===== config.mk =====
export PLATFORM = sky130hd
export DESIGN_NAME = elapsed_time_down_counter_bank
export DESIGN_NICKNAME = d
export VERILOG_FILES = /design/src/hw/rtl/etdcb_pkg.sv /design/src/hw/rtl/elapsed_time_down_counter_bank.sv /design/src/hw/rtl/etdcb_cell.sv /design/src/hw/rtl/etdcb_head.sv
export SDC_FILE = /design/constraint.sdc
export NUM_CORES = 2
export LEC_CHECK = 0
export BUFFER_PORTS_ARGS = -buffer_cell sky130_fd_sc_hd__buf_2
export CORE_MARGIN = 8
export CORE_UTILIZATION = 40
export CTS_BUF_LIST = sky130_fd_sc_hd__clkbuf_16
export CTS_CLUSTER_SIZE = 40
export DETAILED_ROUTE_END_ITERATION = 7
export PLACE_DENSITY = 0.61
export RECOVER_POWER = 25
export SYNTH_ARGS = -nofsm -noshare
export SYNTH_HDL_FRONTEND = slang
export SYNTH_HIERARCHICAL = 1
export SYNTH_SLANG_ARGS = --single-unit

===== constraint.sdc =====
create_clock -name clk -period 25.7 [get_ports clk]
set_input_delay 5.14 -clock clk [delete_from_list [all_inputs] [get_ports clk]]
set_output_delay 5.14 -clock clk [all_outputs]
set_load 0.01 [all_outputs]

===== src/hw/rtl/etdcb_pkg.sv =====
`default_nettype none

package etdcb_pkg;

  localparam int KEY_W    = 32;
  localparam int COUNT_W  = 32;
  localparam int TIME_W   = 32;
  localparam int MASK_W   = 32;
  localparam int STATUS_W = 3;
  localparam int MODE_W   = 2;

  localparam logic [MODE_W-1:0] MODE_START = 2'd0;
  localparam logic [MODE_W-1:0] MODE_TICK  = 2'd1;
  localparam logic [MODE_W-1:0] MODE_READ  = 2'd2;

  localparam logic [STATUS_W-1:0] ST_ADDED   = 3'd0;
  localparam logic [STATUS_W-1:0] ST_UPDATED = 3'd1;
  localparam logic [STATUS_W-1:0] ST_FULL    = 3'd2;
  localparam logic [STATUS_W-1:0] ST_TICK    = 3'd3;
  localparam logic [STATUS_W-1:0] ST_READ    = 3'd4;

  typedef struct packed {
    logic                      used;
    logic [KEY_W-1:0]          key;
    logic signed [COUNT_W-1:0] count;
  } entry_t;

  typedef struct packed {
    logic [MODE_W-1:0]         mode;
    logic [KEY_W-1:0]          key;
    logic signed [COUNT_W-1:0] count;
    logic [TIME_W-1:0]         dt;
    logic                      skip;
  } cmd_t;

  typedef struct packed {
    logic hit;
    logic free;
    logic expired;
  } head_flags_t;

endpackage

`default_nettype wire


===== src/hw/rtl/elapsed_time_down_counter_bank.sv =====
// Channel   Handshake            Fields
// input     start / busy         mode, counter_key, start_count, now_time
// result    done (strobe)        status, count_value, is_active, expired_mask,
//                                tick_skipped
//
// Each word goes from acceptance through the shift and finish states to the
// done strobe: the slot entries rotate once around the ring of cells, one
// entry through the head per cycle, then the finish state writes the slot and
// registers the result. busy is high from acceptance until the strobe; a new
// word may be accepted in the strobe cycle, but not while one is in progress.
// Reset frees all slots and clears the last time.
// The receiver cannot stall; each result is shown for exactly one cycle.
`default_nettype none

module elapsed_time_down_counter_bank
  import etdcb_pkg::*;
#(
  parameter int SLOTS = 32
) (
  input  wire logic                      clk,
  input  wire logic                      rst,
  input  wire logic                      start,
  output logic                           busy,
  input  wire logic [MODE_W-1:0]         mode,
  input  wire logic [KEY_W-1:0]          counter_key,
  input  wire logic signed [COUNT_W-1:0] start_count,
  input  wire logic [TIME_W-1:0]         now_time,
  output logic                           done,
  output logic [STATUS_W-1:0]            status,
  output logic signed [COUNT_W-1:0]      count_value,
  output logic                           is_active,
  output logic [MASK_W-1:0]              expired_mask,
  output logic                           tick_skipped
);

  localparam int IDX_W = (SLOTS > 1) ? $clog2(SLOTS) : 1;

  typedef enum logic [2:0] {
    S_IDLE   = 3'b001,
    S_SHIFT  = 3'b010,
    S_FINISH = 3'b100
  } state_t;

  state_t                    state;
  state_t                    state_next;
  cmd_t                      cmd;
  logic [TIME_W-1:0]         last_time;
  logic [IDX_W-1:0]          step;
  logic                      hit;
  logic signed [COUNT_W-1:0] hit_count;
  logic                      free_found;
  logic [IDX_W-1:0]          free_idx;
  logic [MASK_W-1:0]         mask;

  entry_t      ent [SLOTS];
  entry_t      head_out;
  entry_t      new_entry;
  head_flags_t flags;
  logic        accept;
  logic        shifting;
  logic        do_add;
  logic [TIME_W-1:0] dt;
  logic [31:0] step_ext;

  assign accept   = start && !busy;
  assign busy     = (state != S_IDLE);
  assign shifting = (state == S_SHIFT);
  assign dt       = now_time - last_time;
  assign step_ext = 32'(step);
  assign do_add   = (state == S_FINISH) && (cmd.mode == MODE_START) && !hit &&
                    free_found;

  assign new_entry.used  = 1'b1;
  assign new_entry.key   = cmd.key;
  assign new_entry.count = cmd.count;

  etdcb_head u_head (
    .cmd       (cmd),
    .entry_in  (ent[0]),
    .entry_out (head_out),
    .flags     (flags)
  );

  for (genvar k = 0; k < SLOTS; k++) begin : g_cell
    entry_t link;
    if (k == SLOTS - 1) begin : g_last
      assign link = head_out;
    end else begin : g_mid
      assign link = ent[k+1];
    end
    etdcb_cell u_cell (
      .clk      (clk),
      .rst      (rst),
      .shift_en (shifting),
      .shift_in (link),
      .wr_en    (do_add && (free_idx == IDX_W'(k))),
      .wr_data  (new_entry),
      .entry    (ent[k])
    );
  end

  always_comb begin
    state_next = state;
    case (state)
      S_IDLE: begin
        if (accept) begin
          state_next = S_SHIFT;
        end
      end
      S_SHIFT: begin
        if (step == IDX_W'(SLOTS - 1)) begin
          state_next = S_FINISH;
        end
      end
      S_FINISH: begin
        state_next = S_IDLE;
      end
      default: begin
        state_next = S_IDLE;
      end
    endcase
  end

  always_ff @(posedge clk) begin
    if (rst) begin
      state     <= S_IDLE;
      last_time <= '0;
      done      <= 1'b0;
    end else begin
      state <= state_next;
      done  <= (state == S_FINISH);
      if (accept && (mode == MODE_TICK)) begin
        last_time <= now_time;
      end
    end
  end

  always_ff @(posedge clk) begin
    if (accept) begin
      cmd.mode   <= mode;
      cmd.key    <= counter_key;
      cmd.count  <= start_count;
      cmd.dt     <= dt;
      cmd.skip   <= (mode == MODE_TICK) ? ((dt == '0) || (last_time == '0)) : 1'b1;
      step       <= '0;
      hit        <= 1'b0;
      hit_count  <= '0;
      free_found <= 1'b0;
      free_idx   <= '0;
      mask       <= '0;
    end else if (shifting) begin
      step <= step + 1'b1;
      if (flags.hit) begin
        hit       <= 1'b1;
        hit_count <= ent[0].count;
      end
      if (flags.free && !free_found) begin
        free_found <= 1'b1;
        free_idx   <= step;
      end
      if (flags.expired && (step_ext < 32'(MASK_W))) begin
        mask[step_ext[4:0]] <= 1'b1;
      end
    end
  end

  always_ff @(posedge clk) begin
    if (state == S_FINISH) begin
      count_value  <= '0;
      is_active    <= 1'b0;
      expired_mask <= '0;
      tick_skipped <= 1'b0;
      case (cmd.mode)
        MODE_START: begin
          if (hit) begin
            status <= ST_UPDATED;
          end else if (free_found) begin
            status <= ST_ADDED;
          end else begin
            status <= ST_FULL;
          end
        end
        MODE_TICK: begin
          status       <= ST_TICK;
          expired_mask <= mask;
          tick_skipped <= cmd.skip;
        end
        MODE_READ: begin
          status      <= ST_READ;
          count_value <= hit ? hit_count : '0;
          is_active   <= hit;
        end
        default: begin
          status       <= ST_TICK;
          tick_skipped <= 1'b1;
        end
      endcase
    end
  end

`ifndef SYNTHESIS
  a_state_onehot: assert property (@(posedge clk) disable iff (rst) $onehot(state))
    else $error("State register is not one-hot.");

  a_done_after_finish: assert property (@(posedge clk) disable iff (rst)
    done |-> $past(state == S_FINISH))
    else $error("Result strobe without a finishing cycle.");

  a_accept_busy: assert property (@(posedge clk) disable iff (rst)
    accept |=> busy && !done)
    else $error("Accepted word did not make the block busy.");

  a_add_has_room: assert property (@(posedge clk) disable iff (rst)
    (done && (status == ST_ADDED)) |-> $past(free_found && !hit))
    else $error("Counter added without a free slot.");
`endif

endmodule

`default_nettype wire


===== src/hw/rtl/etdcb_cell.sv =====
`default_nettype none

module etdcb_cell
  import etdcb_pkg::*;
(
  input  logic   clk,
  input  logic   rst,
  input  logic   shift_en,
  input  entry_t shift_in,
  input  logic   wr_en,
  input  entry_t wr_data,
  output entry_t entry
);

  logic                      used;
  logic [KEY_W-1:0]          key;
  logic signed [COUNT_W-1:0] count;

  always_ff @(posedge clk) begin
    if (rst) begin
      used <= 1'b0;
    end else if (wr_en) begin
      used <= wr_data.used;
    end else if (shift_en) begin
      used <= shift_in.used;
    end
  end

  always_ff @(posedge clk) begin
    if (wr_en) begin
      key   <= wr_data.key;
      count <= wr_data.count;
    end else if (shift_en) begin
      key   <= shift_in.key;
      count <= shift_in.count;
    end
  end

  assign entry.used  = used;
  assign entry.key   = key;
  assign entry.count = count;

endmodule

`default_nettype wire


===== src/hw/rtl/etdcb_head.sv =====
`default_nettype none

module etdcb_head
  import etdcb_pkg::*;
(
  input  cmd_t        cmd,
  input  entry_t      entry_in,
  output entry_t      entry_out,
  output head_flags_t flags
);

  logic key_match;
  logic tick_on;
  logic expire;

  assign key_match = entry_in.used && (entry_in.key == cmd.key);
  assign tick_on   = (cmd.mode == MODE_TICK) && !cmd.skip;
  assign expire    = entry_in.count[COUNT_W-1] || (entry_in.count == '0) ||
                     (COUNT_W'(unsigned'(entry_in.count)) <= cmd.dt);

  always_comb begin
    entry_out     = entry_in;
    flags.hit     = 1'b0;
    flags.free    = !entry_in.used;
    flags.expired = 1'b0;
    case (cmd.mode)
      MODE_START: begin
        flags.hit = key_match;
        if (key_match) begin
          entry_out.count = cmd.count;
        end
      end
      MODE_TICK: begin
        if (tick_on && entry_in.used) begin
          if (expire) begin
            entry_out.used  = 1'b0;
            entry_out.count = '0;
            flags.expired   = 1'b1;
          end else begin
            entry_out.count = entry_in.count - $signed(cmd.dt);
          end
        end
      end
      MODE_READ: begin
        flags.hit = key_match;
      end
      default: begin
      end
    endcase
  end

endmodule

`default_nettype wire

==> flow_summary_export.csv <==
group,metric,value,unit
placed_design,gp_routability_congestion,0.853,
global_route,grt_usage,18.6,%
sta,maxClockFrequency,108,MHz
clock_tree,postCtsSetupBuffers,0,
global_route,grt_start_max_net_pins,79,
sta,tns,0,ns
routing,drcViolationCount,0,
floorplanning,dieArea,286000,sq um
synth,ys_async_sr_fraction,0,%
global_route,initial_antenna_violation_count,6,
run,maxCapViolations,46,
floorplanning,die_y,535,um
layout,area_growth_syn_to_layout,10.7,%
floorplanning,core-area,268000,sq um
pwr,fraction_of_power_consumed_by_sequential_logic,51.7,%
sta,hold-worst-slack,0.452,ns
sta,final.setup.worst_slack,16.45,ns
pwr,areal_power_density_over_the_cells,69.3,nW/um^2
clock_tree,worst_skew_pair.late_latency,0.85,ns
status,violations_in_the_final_reports,"max-capacitance violations, max-slew violations",
placed_design,port_buffers,171,
routing,drtAntennaViolNets,0,
sta,maximum_clock_skew_at_final_layout,0.0466,ns
clock_tree,cts_made_buffers,272,
sta,timing_hold_violations_final,0,
pwr,switchingPower,1.81,mW
clock_tree,tritoncts,"yes",
synth,yosys.cell_types.count,86,
synth,synth_top_flop_cell,"edfxtp_1",
critical_path,critPathLaunchType,"flop",
routing,routed_via_density,5.50,
pwr,part_of_the_power_in_the_clock_network,44.0,%
pwr,pwr-share-comb,4.3,%
sta,slew_at_the_pin_closest_to_its_max_slew_limit,3.80,ns
pwr,power.leakage,39.9,nW
sta,post-route-min-period,9.25,ns
synth,ys_warn_count,6,
synth,number_of_flops_mapped_to_enable_cells_by_yosys,2216,
global_route,grt_first_pass_wirelength,405000,um
layout,fin_nets,6676,
routing,detail_route.first_pass.iterations,5,
clock_tree,cts-resized-gates,0,
layout,fin_util,44.5,%
layout,final_layout_size_suffix_gt1_share,39.1,%
clock_tree,ctsHoldBuffers,0,
global_route,grt_pass1_vias,58500,
clock_tree,cts.sink_count,2360,
synth,synth_seq_area_share,64.6,%
synth,syn-cell-area,108000,sq um
synth,syn_avg_cell_area,17.2,sq um
critical_path,worstPathArrival,9.68,ns
min_path,timing.hold.worst.class,"reg2reg",
sta,rsz0062_at_grt,"no",
pwr,power.ir.vdd_worst,63.8,uV
floorplanning,design.portCount,172,
sta,timing.max_slew.rel_slack,-153,%
pwr,swShare,22.0,%
layout,final_cell_area,119000,sq um
clock_tree,clk_pin_slew_worst_paths,0.06,ns
critical_path,end_kind,"flop",
clock_tree,clock_tree.buffer_depth,4,
synth,postSynthRegisterBits,2360,
floorplanning,initial_core_util,40.2,%
clock_tree,cts_root_buf,"clkbuf_16",
global_route,overflow,0,
sta,finalSetupViolations,0,
routing,route.final.wire_length,272000,um
placed_design,hpwl,154000,um
sta,timing_max_transition_violations_final,1352,
clock_tree,h-tree-depth,5,
synth,postSynthCellCount,6243,
status,status,"finished, violations left",
routing,drt-initial-drc-count,4870,
placed_design,dpl_cell_area,112000,sq um
critical_path,critical_path_required,26.13,ns
floorplanning,dieWidth,535,um
placed_design,post-place-ws,17.28,ns
routing,routed-via-count,56400,
pwr,intPower,6.44,mW
sta,min_period_over_period,36.0,%
critical_path,critPathMaxFanout,71,
floorplanning,placement_rows,190,
routing,routedWlPerCell,26.5,um
critical_path,setup.worst_path.class,"reg2reg",
layout,fillerInstances,23400,
[synthesized netlist by cell type, types with 32 or more instances]
cell      count  area share, %
a211oi_2     35           0.41
a21oi_1     174           0.81
and2_1       43           0.25
and3_1       45           0.26
buf_2       109           0.51
buf_4        96           0.67
buf_6        99            1.0
clkbuf_1     75           0.26
dfxtp_1     144            2.7
edfxtp_1   2216             62
ha_1         68           0.79
inv_1       105           0.37
inv_2        32           0.11
mux2_2     1152             12
mux2_4      896             13
mux2i_1      38           0.35
nand2_1     210           0.73
nor2_1      147           0.51
nor2b_1      43           0.25
nor4_1       32           0.19
o21ai_0      39           0.18
or2_2        35           0.20
xnor2_1      43           0.35
xor2_1       40           0.33
[final timing paths]
path                      from                     endpoint  slack, ns  depth (start not counted)
setup / recovery      state[2]  g_cell[22].u_cell/count[25]      16.45                          7
hold reg to reg   hit_count[9]                 hit_count[9]       0.45                          2
setup reg to reg      state[2]  g_cell[22].u_cell/count[25]      16.45                          7
hold / removal    hit_count[9]                 hit_count[9]       0.45                          2
[per-layer routing]
layer | share of wire, % | up-vias | GRT usage [%]
met5 | 0.0099 | - | 0
met4 | 2.6 | 4 | 4.57
met3 | 5.5 | 431 | 2.72
met2 | 48 | 1729 | 30.9
met1 | 44 | 29800 | 25.8
li1 | - | 24400 | -
[through the flow]
step	cells	total power, mW
after floorplan	6274	4.56
after global routing	10300	8.52
after detailed placement	9783	4.71
final	10300	8.25
after global placement	9783	4.70
after CTS	10300	8.35
[cells in the final DEF (no fill, tap or decap), types with 67 or more instances in the layout]
| master | instances |
|---|---|
| a21oi_1 | 174 |
| buf_4 | 140 |
| dfxtp_1 | 144 |
| nor2_1 | 124 |
| mux2_1 | 212 |
| clkbuf_16 | 276 |
| edfxtp_1 | 2216 |
| mux2_2 | 1152 |
| mux2_4 | 684 |
| clkinv_1 | 67 |
| ha_1 | 68 |
| inv_1 | 167 |
| nand2_1 | 210 |
| buf_2 | 170 |
[power groups by stage]
stage / combinational, mW / clock (mW) / sequential (mW)
2_1_floorplan: 0.189 / 0 / 4.37
3_3_place_gp: 0.354 / 0 / 4.35
3_5_place_dp: 0.358 / 0 / 4.35
4_1_cts: 0.360 / 3.73 / 4.27
5_1_grt: 0.383 / 3.86 / 4.27
6_report: 0.355 / 3.63 / 4.27
[sequential cells by signal (all words and copies together) (netlist names), 3 cells and up]
signal / count
cmd: 99
state: 3
g_cell.u_cell/used: 32
mask: 32
step: 5
free_idx: 5
last_time: 32
expired_mask: 32
hit_count: 32
count_value: 32
g_cell.u_cell/key: 1024
g_cell.u_cell/count: 1024
status: 3
[worst max-delay path, cell delays in order (launching register included)]
cell and delay [ns]:
dfxtp_1 0.47, nor3b_1 0.44, clkbuf_1 2.71, and3_1 0.65, nand2_1 0.21, nor2_1 1.10, or2_0 2.03, buf_4 1.07
[area by class of cell]
cell class,instances,area (sq um),share of cell area (%)
clock inverter,193,1310,1.10
clock buffer,276,6910,5.80
antenna,1,2.50,0.00210
tap,3552,4440,3.73
multi-input combinational,3397,34500,29.0
sequential,2360,69400,58.3
timing repair buffer,336,2000,1.68
inverter,138,518,0.435
[logic make-up (layout without fill, tap and decap cells)]
family | Yosys count | count (layout) | share of synthesized area [%]
muxes | 2086 | 2086 | 24.9
xor gates and xnor gates | 83 | 83 | 0.676
other | 1 | 33 | 0.00349
DFF | 2360 | 2360 | 64.6
and+or+nand+nor | 675 | 675 | 3.15
adders and majority gates | 70 | 70 | 0.828
AOI/OAI and AO/OA | 451 | 451 | 2.91
buffers and inverters | 517 | 943 | 2.96
No activity file was read; power rests on OpenSTA's default activity.
